File: src/rtl/pwe_pkg.sv
// shared types and constants for the perfect-reflector white estimate block
`timescale 1ns / 1ps
package pwe_pkg;

    localparam int BIN_COUNT          = 767;
    localparam int TOP_BIN            = 766;
    localparam int BIN_W              = 10;
    localparam int MAX_PIXELS_LOG_DEF = 22;
    localparam int QUEUE_DEPTH_DEF    = 4;

    typedef struct packed {
        logic [7:0] blue;
        logic [7:0] green;
        logic [7:0] red;
        logic       frame_end;
    } pwe_pixel_t;

    typedef struct packed {
        logic [7:0]       avg_blue;
        logic [7:0]       avg_green;
        logic [7:0]       avg_red;
        logic [7:0]       peak_level;
        logic [BIN_W-1:0] bright_threshold;
        logic [22:0]      bright_count;
        logic             none_bright;
    } pwe_result_t;

    // classified pixel handed from front to back
    typedef struct packed {
        logic [BIN_W-1:0] bin;
        logic [7:0]       blue;
        logic [7:0]       green;
        logic [7:0]       red;
        logic             keep;
        logic             last;
    } pwe_entry_t;

endpackage

File: src/rtl/pwe_fifo.sv
// short request queue between front and back
`timescale 1ns / 1ps
module pwe_fifo import pwe_pkg::*; #(
    parameter int DEPTH = QUEUE_DEPTH_DEF
) (
    input  logic       aclk,
    input  logic       aresetn,
    input  logic       in_valid,
    output logic       in_ready,
    input  pwe_entry_t in_data,
    output logic       out_valid,
    input  logic       out_ready,
    output pwe_entry_t out_data
);
    localparam int AW = (DEPTH > 1) ? $clog2(DEPTH) : 1;
    localparam int NW = $clog2(DEPTH + 1);

    pwe_entry_t    slots [DEPTH];
    logic [AW-1:0] wr_ptr_reg, rd_ptr_reg;
    logic [NW-1:0] fill_reg;
    logic          push, pop;

    assign in_ready  = (fill_reg != NW'(DEPTH));
    assign out_valid = (fill_reg != '0);
    assign out_data  = slots[rd_ptr_reg];
    assign push      = in_valid && in_ready;
    assign pop       = out_valid && out_ready;

    always_ff @(posedge aclk) begin
        if (push) begin
            slots[wr_ptr_reg] <= in_data;
        end
    end

    always_ff @(posedge aclk) begin
        if (!aresetn) begin
            wr_ptr_reg <= '0;
            rd_ptr_reg <= '0;
            fill_reg   <= '0;
        end else begin
            if (push) begin
                wr_ptr_reg <= (wr_ptr_reg == AW'(DEPTH - 1)) ? '0 : wr_ptr_reg + AW'(1);
            end
            if (pop) begin
                rd_ptr_reg <= (rd_ptr_reg == AW'(DEPTH - 1)) ? '0 : rd_ptr_reg + AW'(1);
            end
            if (push && !pop) begin
                fill_reg <= fill_reg + NW'(1);
            end else if (pop && !push) begin
                fill_reg <= fill_reg - NW'(1);
            end
        end
    end
endmodule

File: config.mk
export PLATFORM = sky130hd
export DESIGN_NAME = pwe_fifo
export DESIGN_NICKNAME = d
export VERILOG_FILES = /design/src/rtl/pwe_pkg.sv /design/src/rtl/pwe_fifo.sv
export SDC_FILE = /design/constraint.sdc
export NUM_CORES = 1
export LEC_CHECK = 0
export BUFFER_PORTS_ARGS = -buffer_cell sky130_fd_sc_hd__buf_4
export CAP_MARGIN = 30
export CELL_PAD_IN_SITES_DETAIL_PLACEMENT = 0
export CELL_PAD_IN_SITES_GLOBAL_PLACEMENT = 1
export CORE_ASPECT_RATIO = 1.2
export CORE_MARGIN = 2
export CORE_UTILIZATION = 42
export DETAILED_ROUTE_END_ITERATION = 16
export HOLD_SLACK_MARGIN = 0.02
export MAX_ROUTING_LAYER = met4
export PLACE_DENSITY = 0.77
export SETUP_SLACK_MARGIN = 0.3
export SLEW_MARGIN = 20
export SYNTH_ARGS = -nofsm -noshare
export SYNTH_HDL_FRONTEND = slang
export SYNTH_SLANG_ARGS = --single-unit
File: constraint.sdc
create_clock -name aclk -period 6 [get_ports aclk]
set_input_delay 1.5 -clock aclk [delete_from_list [all_inputs] [get_ports aclk]]
set_output_delay 1.5 -clock aclk [all_outputs]
set_load 0.01 [all_outputs]
==> metrics.yaml <==
route:
  vias: 2604
  drtPass1Iterations: 4
  viasPerCell: 5.10
  drc: 0
  final_antenna_net_count: 0
  drt_iter0_markers: 119
  wl_per_cell_microns: 18.8
  wl_microns: 9590
sta:
  rsz0062_at_grt: "no"
  slew_headroom_pct: 58.4
  tightest_slew_ns: 0.618
  worst_slack_ns: 2.08
  skew_ns: 0.00746
  finalCritPeriodShare_pct: 65.3
  hold_violations: 0
  setup_violations: 0
  fin_tns_setup_ns: 0
  fin_crit_ns: 3.92
  slew_viol_final: 0
  fmax_ghz: 0.255
finish:
  utilization_pct: 53.2
  areaGrowthSynthToFinish_pct: 24.0
  largest_reg_flops: 144
  diodes: 0
  num-nets-final: 378
  drive_above_1_share_pct: 44.9
place:
  dp_worst_setup_slack_ns: 2.42
  dp_hpwl_microns: 5990
  gp_congestion: 0.655
  portBuffers: 77
global_route:
  grt_overflow: 0
  grt_pass1_vias: 2841
  grt_max_degree: 22
  antenna_found_initial: 0
  grt_util_all_layers_pct: 15.1
  grt_first_pass_wirelength_microns: 15200
synthesis:
  seq_area_frac_synth_pct: 79.3
  avgSynthCellArea_sq_um: 23.8
  yosysTopAreaCellShare_pct: 76.1
  synth_fp_nets: 286
  ys_warn_count: 0
  ys_ff_latch: 153
  synthDistinctLibCells: 27
  netlist_top_cells_area: "edfxtp_1, mux4_2, dfxtp_1"
  syn_area_sq_um: 5680
  synth_top_area_cell: "edfxtp_1"
  synthCells: 239
die:
  dieArea_sq_um: 14500
  ioPinCount: 78
  floorplan.initialDensity_pct: 42.9
  dieHeight_microns: 131
  coreArea_sq_um: 13200
  die_w_microns: 110
  rows: 46
worst_setup_path:
  cp_max_fo: 20
  crit_arrival_ns: 2.42
  worstPathRequired_ns: 4.50
  critPathCaptureType: "output port"
  cp-start-kind: "flop"
  path_class: "flop to output port"
clocking:
  ctsHoldBuffers: 0
  clock_latency_ns: 0.41
  cts.sinks: 153
  post_cts_buffers: 0
  cts_resized: 0
  cts_buffers: 17
  ctsHtreeMaxLevel: 4
  cts_max_path_buffers: 2
  root_buffer: "clkbuf_16"
  cts_tree: "done"
  cts.clk_slew.worst_paths_ns: 0.06
run_status:
  status: "finished clean"
power:
  switching_power_w: 0.000761
  p_leak_nw: 2.38
  peakVddDrop_mv: 0.206
  clkPwrFrac_pct: 32.1
  p_sw_share_pct: 25.5
  p_int_w: 0.00223
  power_density_nw_per_um2: 424
  seq_power_share_pct: 45.7
  p_comb_share_pct: 22.2
flow_run:
  maxCapViolCount: 0
min_path:
  worstHoldPathType: "flop to flop"
==> cells in the mapped netlist, drive strengths merged <==
master,count
nand3,2
o21ai,4
inv,3
and3,4
and2,2
o31ai,1
or3,2
clkbuf,2
mux2i,2
dfxtp,9
ha,6
a21boi,1
or3b,1
nand2,5
mux4,36
edfxtp,144
buf,8
nor2,2
nand4,1
fa,1
xor2,1
xnor2,1
nor2b,1
==> final timing paths <==
path	end	slack (ns)	cells past startpoint	startpoint
setup / recovery	out_data[21]	2.08	3	flop
hold reg to reg	wr_ptr_reg[0]	0.51	2	wr_ptr_reg[0]
setup reg to reg	fill_reg[2]	3.51	7	fill_reg[0]
hold / removal	wr_ptr_reg[0]	0.51	2	wr_ptr_reg[0]
==> cell type report <==
cell class | instances | area [sq um]
clock inverters | 12 | 104
flip-flops and latches | 153 | 4510
clock buffers | 19 | 433
multi-input cells | 73 | 1100
well taps | 168 | 210
inverters | 3 | 11.3
repair buffers | 83 | 686
fillers | 1053 | 6190
==> layer usage <==
metal,vias to the layer above,track usage (%),share of wire (%)
li1,1177,-,-
met1,1349,17.7,40
met2,62,24.5,53
met3,16,4.61,5.1
met4,0,5.42,1.4
met5,-,-,0
==> through the flow <==
| step | instances | power (W) | hold WS [ns] | area [sq um] |
|---|---|---|---|---|
| 6_report | 511 | 0.00299 | 0.514 | 7050 |
| 5_1_grt | 511 | 0.00312 | 0.548 | 7050 |
| 4_1_cts | 511 | 0.00303 | 0.520 | 7050 |
| 3_5_place_dp | 480 | 0.00207 | 0.512 | 6510 |
| 3_3_place_gp | 475 | 0.00204 | 0.478 | 6410 |
| 2_1_floorplan | 239 | 0.00178 | 0.468 | 5680 |
==> worst max-delay path: stages, from the launching register on <==
cell	delay, ns
dfxtp_2	0.73
buf_4	0.52
mux4_2	0.59
buf_4	0.16
==> power by group through the flow <==
stage / clock [W] / combinational (W) / sequential (W)
2_1_floorplan: 0 / 0.000431 / 0.00134
3_3_place_gp: 0 / 0.000644 / 0.00140
3_5_place_dp: 0 / 0.000678 / 0.00139
4_1_cts: 0.000978 / 0.000683 / 0.00137
5_1_grt: 0.00102 / 0.000723 / 0.00138
6_report: 0.000959 / 0.000664 / 0.00137
==> cell families (layout without fill, tap and decap cells) <==
group / count (synthesis) / count (layout) / synth area share [%]
flops: 153 / 153 / 79.3
xor+xnor: 2 / 2 / 0.308
fa+ha+maj: 7 / 7 / 1.67
buf+inv: 13 / 117 / 1.43
simple gates: 20 / 20 / 2.07
mux: 38 / 38 / 14.6
compound gates: 6 / 6 / 0.617
==> placed cells by master, fill, tap and decap left out, types with 2 or more instances in the layout <==
master | synthesis | routed
nor2_1 | 2 | 2
o21ai_0 | 3 | 3
ha_1 | 6 | 6
dfxtp_2 | 0 | 2
buf_12 | 0 | 5
nand2_1 | 5 | 5
dfxtp_1 | 9 | 7
and3_2 | 4 | 4
clkinv_1 | 0 | 3
mux4_2 | 36 | 36
mux2i_1 | 2 | 2
inv_1 | 3 | 3
clkbuf_1 | 2 | 2
or3_2 | 2 | 2
clkinvlp_4 | 0 | 6
edfxtp_1 | 144 | 144
nand3_1 | 2 | 2
buf_4 | 0 | 78
clkbuf_16 | 0 | 17
Note: power is estimated with default switching activity, not from simulation.
