$ cat src/rtl/pwe_pkg.sv
// shared types and constants for the perfect-reflector white estimate block
`timescale 1ns / 1ps
package pwe_pkg;

    localparam int BIN_COUNT          = 767;
    localparam int TOP_BIN            = 766;
    localparam int BIN_W              = 10;
    localparam int MAX_PIXELS_LOG_DEF = 22;
    localparam int QUEUE_DEPTH_DEF    = 4;

    typedef struct packed {
        logic [7:0] blue;
        logic [7:0] green;
        logic [7:0] red;
        logic       frame_end;
    } pwe_pixel_t;

    typedef struct packed {
        logic [7:0]       avg_blue;
        logic [7:0]       avg_green;
        logic [7:0]       avg_red;
        logic [7:0]       peak_level;
        logic [BIN_W-1:0] bright_threshold;
        logic [22:0]      bright_count;
        logic             none_bright;
    } pwe_result_t;

    // classified pixel handed from front to back
    typedef struct packed {
        logic [BIN_W-1:0] bin;
        logic [7:0]       blue;
        logic [7:0]       green;
        logic [7:0]       red;
        logic             keep;
        logic             last;
    } pwe_entry_t;

endpackage

$ cat src/rtl/pwe_front.sv
// front part: bins each pixel and flags pixels past the frame cap so the back does not count them
`timescale 1ns / 1ps
module pwe_front import pwe_pkg::*; #(
    parameter int MAX_PIXELS_LOG = MAX_PIXELS_LOG_DEF
) (
    input  logic       aclk,
    input  logic       aresetn,
    input  logic       s_valid,
    output logic       s_ready,
    input  pwe_pixel_t s_data,
    output logic       q_valid,
    input  logic       q_ready,
    output pwe_entry_t q_data
);
    localparam int CW = MAX_PIXELS_LOG + 1;

    logic [CW-1:0] count_reg, count_next;
    logic          keep;

    // cap reached once the top bit is set
    assign keep    = !count_reg[MAX_PIXELS_LOG];
    assign s_ready = q_ready;
    assign q_valid = s_valid;

    always_comb begin
        q_data.bin   = BIN_W'(s_data.blue) + BIN_W'(s_data.green) + BIN_W'(s_data.red);
        q_data.blue  = s_data.blue;
        q_data.green = s_data.green;
        q_data.red   = s_data.red;
        q_data.keep  = keep;
        q_data.last  = s_data.frame_end;
        count_next   = count_reg;
        if (s_valid && q_ready) begin
            if (s_data.frame_end) begin
                count_next = '0;
            end else if (keep) begin
                count_next = count_reg + CW'(1);
            end
        end
    end

    always_ff @(posedge aclk) begin
        if (!aresetn) begin
            count_reg <= '0;
        end else begin
            count_reg <= count_next;
        end
    end
endmodule

$ cat config.mk
export PLATFORM = sky130hd
export DESIGN_NAME = pwe_front
export DESIGN_NICKNAME = d
export VERILOG_FILES = /design/src/rtl/pwe_pkg.sv /design/src/rtl/pwe_front.sv
export SDC_FILE = /design/constraint.sdc
export NUM_CORES = 1
export LEC_CHECK = 0
export BUFFER_PORTS_ARGS = -buffer_cell sky130_fd_sc_hd__buf_2
export CELL_PAD_IN_SITES_DETAIL_PLACEMENT = 1
export CELL_PAD_IN_SITES_GLOBAL_PLACEMENT = 2
export CORE_MARGIN = 1
export CORE_UTILIZATION = 31
export CTS_CLUSTER_SIZE = 14
export DETAILED_ROUTE_END_ITERATION = 12
export GPL_ROUTABILITY_DRIVEN = 0
export PLACE_DENSITY = 0.93
export SYNTH_ARGS = -nofsm -noshare
export SYNTH_HDL_FRONTEND = slang
export SYNTH_SLANG_ARGS = --single-unit
$ cat constraint.sdc
create_clock -name aclk -period 3.5 [get_ports aclk]
set_input_delay 0.525 -clock aclk [delete_from_list [all_inputs] [get_ports aclk]]
set_output_delay 0.525 -clock aclk [all_outputs]
set_load 0.01 [all_outputs]
==> impl_results.md, run 1 <==
- DRT iter0 DRCs: 66
- Initial antenna violation count: 0
- Area grow syn2layout: 12.0%
- FF-to-FF setup slack: 1.63 ns
- Ant diodes: 0
- Postcts setup bufs: 0
- Worst EP required: 2.97 ns
- Dominant cell type by area after synthesis: dfxtp_1
- CTS Buf Count: 3
- Clock Skew: 0.00442 ns
- Clk slew on worst S/H paths: 0.08 ns
- Pin count of the biggest net entering global routing: 16
- Router iterations before antenna repair: 4
- Worst relative slew slack: 0.542
- Fin crit share: 0.894
- Post-DP HPWL: 4.00 mm
- Reg2reg start: count_reg[0]
- Hold EP: count_reg[22]
- CTS tree: built
- Mapped Nets: 278
- Pwr dens: 319 nW/um^2
- Fraction of layout instances using a drive strength above 1: 0.309
- EDFF count, synth: 0
- Worst Tran Pin Value: 0.682 ns
- Mapped Cells: 232
- Unrepaired setup endpoints after global routing: false
- Status: finished, final reports clean
- Sequential fraction of the synthesis area: 0.236
- Post-synth top flop: dfxtp_1
- Ranking of synthesized cells by area: dfxtp_1 24%, buf_4 11%, fa_1 9.2%
- # rows: 28
- Seq cells post-synth: 23
- Remaining Overflow, GRT: 0
- Worst skew pair latency: 0.27 ns
- CP Capture Type: output port
- Worst r2r dst: count_reg[12]
- Hold Path Origin: count_reg[21]
- Global-route wire length before repair: 8.23 mm
- Maxcap violations: 0
- Leak: 0.000932 uW
- Fin. max-slew vios: 0
- # setup viols final: 0
- Max reg flops: 23
- Worst IR Drop VDD: 0.214 mV
- Hold WC Path Type: register to register
- Synth warnings: 0
- Number of H-tree levels: 1
- DR WL/cell: 14.4 um
- Die ar.: 6610 sq um
- Cell with the most instances after synthesis: buf_4
- Critical setup path kind: input pin to output port
- Die X: 81.3 um
- Total global routing track utilization: 0.159
- Core area: 5990 sq um
- Final worst path period need: 3.13 ns
- Setup TNS: 0 ns
- CP arrival: 2.60 ns
- Final Hold Viols: 0
- Reg2reg path depth: 6
- Design area: 2180 sq um
- Initial core utilization: 0.326
- Filler Cells Inserted: 743
- Number of global-route vias before repair: 1775
- Max Root-Sink Buffers: 2
- Number of hold buffers added after cts: 0
- Netlist cell types: 52
- CP max FO: 3
- Vias: 1771
- Nets: 316
- Routed Antenna Nets: 0
- Total design power: 697 uW
- Root Buffer: clkbuf_8
- Mapped cell area: 1950 sq um
- Clock Sinks: 23
- Post-CTS sizing: 0
- Die height: 81.3 um
- IO Pins: 67
- WL final: 4.94 mm
- Post-synthesis async set-or-reset flop share: 0
- Drt drc: 0
- Placed Area: 2140 sq um
- Worst Setup Start Kind: input pin
- Post-synth top cells: 28 x buf_4, 23 x dfxtp_1, 19 x nor2_1
- Max Fclk: 320 MHz
- Vias per cell: 5.15
- Port Buf Inserts: 66
- Share of the synthesized area in the top cell type: 0.236
- Hold slack: 0.512 ns
- Hold path depth: 2
- Mean Syn Cell Area: 8.41 sq um
-- metal layers --
layer | global-route usage | vias to the layer above | routed length [um]
met2 | 0.275 | 48 | 2490
li1 | - | 862 | -
met3 | 0.0438 | 4 | 232
met5 | 0 | - | 0
met1 | 0.198 | 857 | 2190
met4 | 0.0232 | 0 | 35
-- critical path: stages --
cell and delay, ns:
buf_2 0.11, fa_1 0.47, ha_1 0.24, inv_1 0.08, fa_1 0.20, nor2b_1 0.05, o21ai_0 0.17, nand2b_1 0.14
a221oi_1 0.30, xnor2_1 0.15, buf_2 0.14
-- logic make-up (layout without fill, tap and decap cells) --
family,after synthesis,count (layout),share of synthesized area
AOI/OAI and AO/OA,46,46,0.159
DFF,23,23,0.236
buffers and inverters,50,87,0.153
adders and majority gates,17,17,0.144
and+or+nand+nor,82,82,0.245
xor gates and xnor gates,14,14,0.0629
-- where the power goes --
group          switching (uW)  total [uW]  leakage, uW  internal (uW)
Combinational             147         264     0.000724            117
Sequential              0.610         263     0.000185            262
Clock                    89.3         171    0.0000228           81.5
Total                     237         697     0.000932            460
-- stage by stage --
step	setup slack, ns	utilization	cells
final	0.372	0.365	344
after global routing	0.192	0.365	344
after CTS	0.344	0.365	344
after detailed placement	0.362	0.357	340
after global placement	0.410	0.357	340
after floorplan	0.686	-	232
-- cells in the final DEF, fill, tap and decap left out, types with 3 or more instances in the layout --
cell / synthesis / final
a211oi_1: 3 / 3
a21boi_0: 3 / 3
a21oi_1: 9 / 9
a31oi_1: 4 / 4
and3_1: 3 / 3
buf_2: 0 / 66
clkbuf_8: 0 / 3
dfxtp_1: 23 / 23
fa_1: 9 / 9
ha_1: 8 / 8
inv_1: 17 / 17
nand2_1: 11 / 11
nand3_1: 9 / 9
nand4_1: 5 / 5
nor2_1: 19 / 19
nor2b_1: 3 / 3
nor3_1: 5 / 5
nor4_1: 4 / 4
o21ai_0: 8 / 8
xnor2_1: 5 / 5
xor2_1: 9 / 9
-- worst max path at each step --
stage	to	slack (ns)	depth (start not counted)	from
after floorplan	q_data[33]	0.69	9	s_data[2]
after global placement	q_data[33]	0.41	11	s_data[2]
after detailed placement	q_data[33]	0.36	11	s_data[2]
after CTS	q_data[33]	0.34	11	s_data[2]
after global routing	q_data[33]	0.19	11	s_data[2]
final	q_data[33]	0.37	11	s_data[2]
-- area by class of cell --
| class | instances | area (sq um) | area share |
|---|---|---|---|
| multi-input cells | 159 | 1190 | 0.545 |
| flip-flops and latches | 23 | 460 | 0.211 |
| well taps | 75 | 93.8 | 0.0430 |
| inverters | 17 | 63.8 | 0.0292 |
| clock buffers | 4 | 45.0 | 0.0206 |
| repair buffers | 66 | 330 | 0.151 |
No activity file was read; power rests on OpenSTA's default activity.
==> run 2, diff against run 1 <==
- CORE_UTILIZATION: 31 -> 32
- CTS_BUF_LIST: default -> sky130_fd_sc_hd__clkbuf_2 sky130_fd_sc_hd__clkbuf_4 sky130_fd_sc_hd__clkbuf_8
- PLACE_DENSITY: 0.93 -> 0.95
- SETUP_SLACK_MARGIN: default -> 0.05
==> impl_results.md, run 2 (synthesis gave the netlist of run 1 again) <==
- # rows: 28
- Die ar.: 6410 sq um
- Clk slew on worst S/H paths: 0.09 ns
- CP Capture Type: output port
- Final Hold Viols: 0
- Fin crit share: 0.896
- Number of hold buffers added after cts: 0
- Router iterations before antenna repair: 4
- Max reg flops: 23
- Vias per cell: 5.08
- Pin count of the biggest net entering global routing: 16
- Final worst path period need: 3.13 ns
- Die X: 80.1 um
- Fin. max-slew vios: 0
- Commonest non-fill, non-tap cells in the layout: 66 x buf_2, 23 x dfxtp_1, 19 x nor2_1, 17 x inv_1, 11 x nand2_1
- Area grow syn2layout: 12.1%
- Max Fclk: 319 MHz
- Non-Filler Instances: 344
- Core area: 5890 sq um
- Pwr dens: 320 nW/um^2
- CP max FO: 3
- Remaining Overflow, GRT: 0
- Number of global-route vias before repair: 1702
- Initial core utilization: 0.331
- Total global routing track utilization: 0.157
- Drt drc: 0
- Vias: 1746
- CP arrival: 2.61 ns
- Dpl cells: 340
- WL final: 4.88 mm
- Unrepaired setup endpoints after global routing: false
- Commonest non-fill, non-tap cell in the layout: buf_2
- Leak: 0.000935 uW
- M1 wire length: 2.20 mm
- Routed Antenna Nets: 0
- WL met2: 2.49 mm
- Max Root-Sink Buffers: 2
- Worst IR Drop VDD: 0.123 mV
- Worst Setup Start Kind: input pin
- Routed met3 length: 149 um
- Fraction of layout instances using a drive strength above 1: 0.312
- Setup TNS: 0 ns
- Nets: 316
- Hold WC Path Type: register to register
- Postcts setup bufs: 0
- Maxcap violations: 0
- Clock Skew: 0.00396 ns
- Worst EP required: 2.97 ns
- Port Buf Inserts: 66
- Critical setup path kind: input pin to output port
- DRT iter0 DRCs: 76
- Worst Tran Pin Value: 0.723 ns
- Status: finished, final reports clean
- Number of H-tree levels: 1
- Die height: 80.1 um
- Worst relative slew slack: 0.514
- Ant diodes: 0
- IO Pins: 67
- DR WL/cell: 14.2 um
- # setup viols final: 0
- Root Buffer: clkbuf_8
- CTS Buf Count: 3
- Post-DP HPWL: 3.95 mm
- Global-route wire length before repair: 7.87 mm
- Top routing layer in use: met4
- Initial antenna violation count: 0
- Worst skew pair latency: 0.27 ns
- Clock Sinks: 23
- Post-CTS sizing: 0
- CTS tree: built
## run 2: changes by cell type in the layout (fill, tap and decap cells not counted), sizes merged
cell    change
clkbuf      -1
clkinv      +1
## run 2: layer usage
layer / GRT usage / vias up
li1: - / 863
met1: 0.199 / 845
met2: 0.271 / 34
met3: 0.0273 / 4
met4: 0.0429 / 0
met5: 0 / -
## run 2: worst max-delay path, cell delays in order
cell and delay [ns]:
buf_2 0.11, fa_1 0.55, ha_1 0.20, inv_1 0.06
fa_1 0.41, nor2b_1 0.13, o21ai_0 0.09, nand2b_1 0.15
a221oi_1 0.11, xnor2_1 0.14, buf_2 0.14
## run 2: final timing paths
| kind | from | end | slack, ns | cells after the start |
|---|---|---|---|---|
| worst min register to register | count_reg[21] | count_reg[22] | 0.49 | 2 |
| worst min-delay path | count_reg[21] | count_reg[22] | 0.49 | 2 |
| worst max register to register | count_reg[0] | count_reg[12] | 1.60 | 6 |
| worst max-delay path | s_data[2] | q_data[33] | 0.37 | 11 |
## run 2: area by class of cell
| type | count | area [sq um] |
|---|---|---|
| inverter | 17 | 63.8 |
| sequential | 23 | 460 |
| fill | 755 | 3700 |
| multi-input combinational | 159 | 1190 |
| clock buffer | 3 | 41.3 |
| clock inverter | 1 | 5.00 |
| timing repair buffer | 66 | 330 |
| tap | 75 | 93.8 |
## run 2: power by group
group | total, uW | internal (uW) | switching, uW | leakage [uW]
Sequential | 263 | 262 | 0.631 | 0.000185
Combinational | 265 | 117 | 148 | 0.000724
Clock | 172 | 79.8 | 92.1 | 0.0000255
## run 2: stage by stage
stage	hold slack [ns]	power [uW]	setup WS [ns]	utilization	cell area (sq um)
after floorplan	0.462	451	0.686	-	1950
after global placement	0.483	529	0.414	0.364	2140
after detailed placement	0.488	536	0.358	0.364	2140
after CTS	0.499	708	0.341	0.371	2190
after global routing	0.527	752	0.163	0.371	2190
final	0.494	699	0.365	0.371	2190
==> run 3, diff against run 2 <==
- CAP_MARGIN: default -> 30
- CORE_ASPECT_RATIO: default -> 1.75
==> impl_results.md, run 3 (synthesis gave the netlist of run 1 again) <==
- Global-route wire length before repair: 8.36 mm
- Total global routing track utilization: 0.173
- Hold WC Path Type: register to register
- Worst Tran Pin Value: 0.804 ns
- Worst path bufs/invs: 3
- Fin crit share: 0.893
- Pwr dens: 322 nW/um^2
- Post-DP HPWL: 4.51 mm
- Fraction of layout instances using a drive strength above 1: 0.312
- Status: finished, final reports clean
- CP max FO: 3
- Max Fclk: 320 MHz
- Fin. max-slew vios: 0
- Number of global-route vias before repair: 1870
- Worst skew pair latency: 0.27 ns
- DR WL/cell: 15.3 um
- Critical setup path kind: input pin to output port
- CP top delay family: adder cells
- Vias per cell: 5.20
- Leak: 0.000935 uW
- CP Cell Sequence: buf_2 -> fa_1 -> ha_1 -> inv_1 -> fa_1 -> nor2b_1 -> o21ai_0 -> nand2b_1 -> a221oi_1 -> xnor2_1 -> buf_2
- Commonest non-fill, non-tap cells in the layout: 66 x buf_2, 23 x dfxtp_1, 19 x nor2_1, 17 x inv_1, 11 x nand2_1
- Max reg flops: 23
- Maxcap violations: 0
- Initial core utilization: 0.332
- Slowest cell on crit path: fa_1
- Pin count of the biggest net entering global routing: 16
- Commonest non-fill, non-tap cell in the layout: buf_2
- Vias: 1804
- Clk slew on worst S/H paths: 0.09 ns
- Worst relative slew slack: 0.460
- Worst EP required: 2.97 ns
- FF-to-FF setup slack: 1.51 ns
- Final Hold Viols: 0
- Worst IR Drop VDD: 0.126 mV
- CP Capture Type: output port
- Number of hold buffers added after cts: 0
- Reg area: 460 sq um
- Ant diodes: 0
- Port Buf Inserts: 66
- WL final: 5.32 mm
- Filler Cells Inserted: 751
- Nets: 316
- Router iterations before antenna repair: 4
- # rows: 37
- Area occupied by multi-input gates: 1190 sq um
- CP arrival: 2.60 ns
- # setup viols final: 0
- Hold slack: 0.512 ns
- Die X: 61.0 um
- Number of H-tree levels: 1
- Initial antenna violation count: 0
- Final worst path period need: 3.12 ns
- Unrepaired setup endpoints after global routing: false
- Drt drc: 0
- IO Pins: 67
- Die height: 105 um
- Clock Sinks: 23
- DRT iter0 DRCs: 84
- CTS Buf Count: 3
- Max Root-Sink Buffers: 2
- Clock Skew: 0.00467 ns
- Worst Setup Start Kind: input pin
- Post-CTS sizing: 0
- Die ar.: 6420 sq um
- Root Buffer: clkbuf_8
- Max incr delay on CP: 0.49 ns
- CTS tree: built
- Postcts setup bufs: 0
- Area grow syn2layout: 12.3%
- Routed Antenna Nets: 0
- Remaining Overflow, GRT: 0
- Setup TNS: 0 ns
- Core area: 5880 sq um
==> run 3: cell counts in the layout (fill, tap and decap cells not counted) <==
No cell type changed its count.
==> run 3: final cells by class <==
cell class / instances / area share
clock buffer: 3 / 0.0189
clock inverter: 1 / 0.00229
inverter: 17 / 0.0291
multi-input combinational: 159 / 0.544
sequential: 23 / 0.210
tap: 78 / 0.0446
timing repair buffer: 66 / 0.151
==> run 3: layer usage <==
metal  vias to the layer above  GRT usage  part of all wire
met3                        11     0.0160             0.035
li1                        859          -                 -
met4                         0     0.0714             0.024
met1                       872      0.147              0.33
met5                         -          0                 0
met2                        62      0.361              0.61
==> run 3: report_power, final <==
| group | internal [uW] | switching [uW] | leakage, uW |
|---|---|---|---|
| combinational | 118 | 150 | 0.000724 |
| clock | 79.7 | 93.1 | 0.0000255 |
| sequential | 262 | 0.620 | 0.000185 |
| total | 460 | 244 | 0.000935 |
==> run 3: final timing paths <==
| check | from | endpoint | cells past startpoint |
|---|---|---|---|
| min reg2reg | count_reg[19] | count_reg[19] | 2 |
| max reg2reg | count_reg[2] | count_reg[11] | 4 |
| min | count_reg[19] | count_reg[19] | 2 |
| max | s_data[2] | q_data[33] | 11 |
==> run 3: worst register-to-register path, delay by kind of cell, from the launching register on <==
kind / cells / cell delay [ns]
AOI/OAI and AO/OA: 2 / 0.56
DFF: 1 / 0.44
and+or+nand+nor: 2 / 0.89
==> run 3: through the flow <==
| step | total power, uW | std cells | util | instance area (sq um) | worst slack [ns] |
|---|---|---|---|---|---|
| after floorplan | 451 | 232 | - | 1950 | 0.686 |
| after global placement | 533 | 343 | 0.365 | 2140 | 0.408 |
| after detailed placement | 542 | 343 | 0.365 | 2140 | 0.372 |
| after CTS | 713 | 347 | 0.372 | 2190 | 0.350 |
| after global routing | 749 | 347 | 0.372 | 2190 | 0.174 |
| final | 704 | 347 | 0.372 | 2190 | 0.375 |
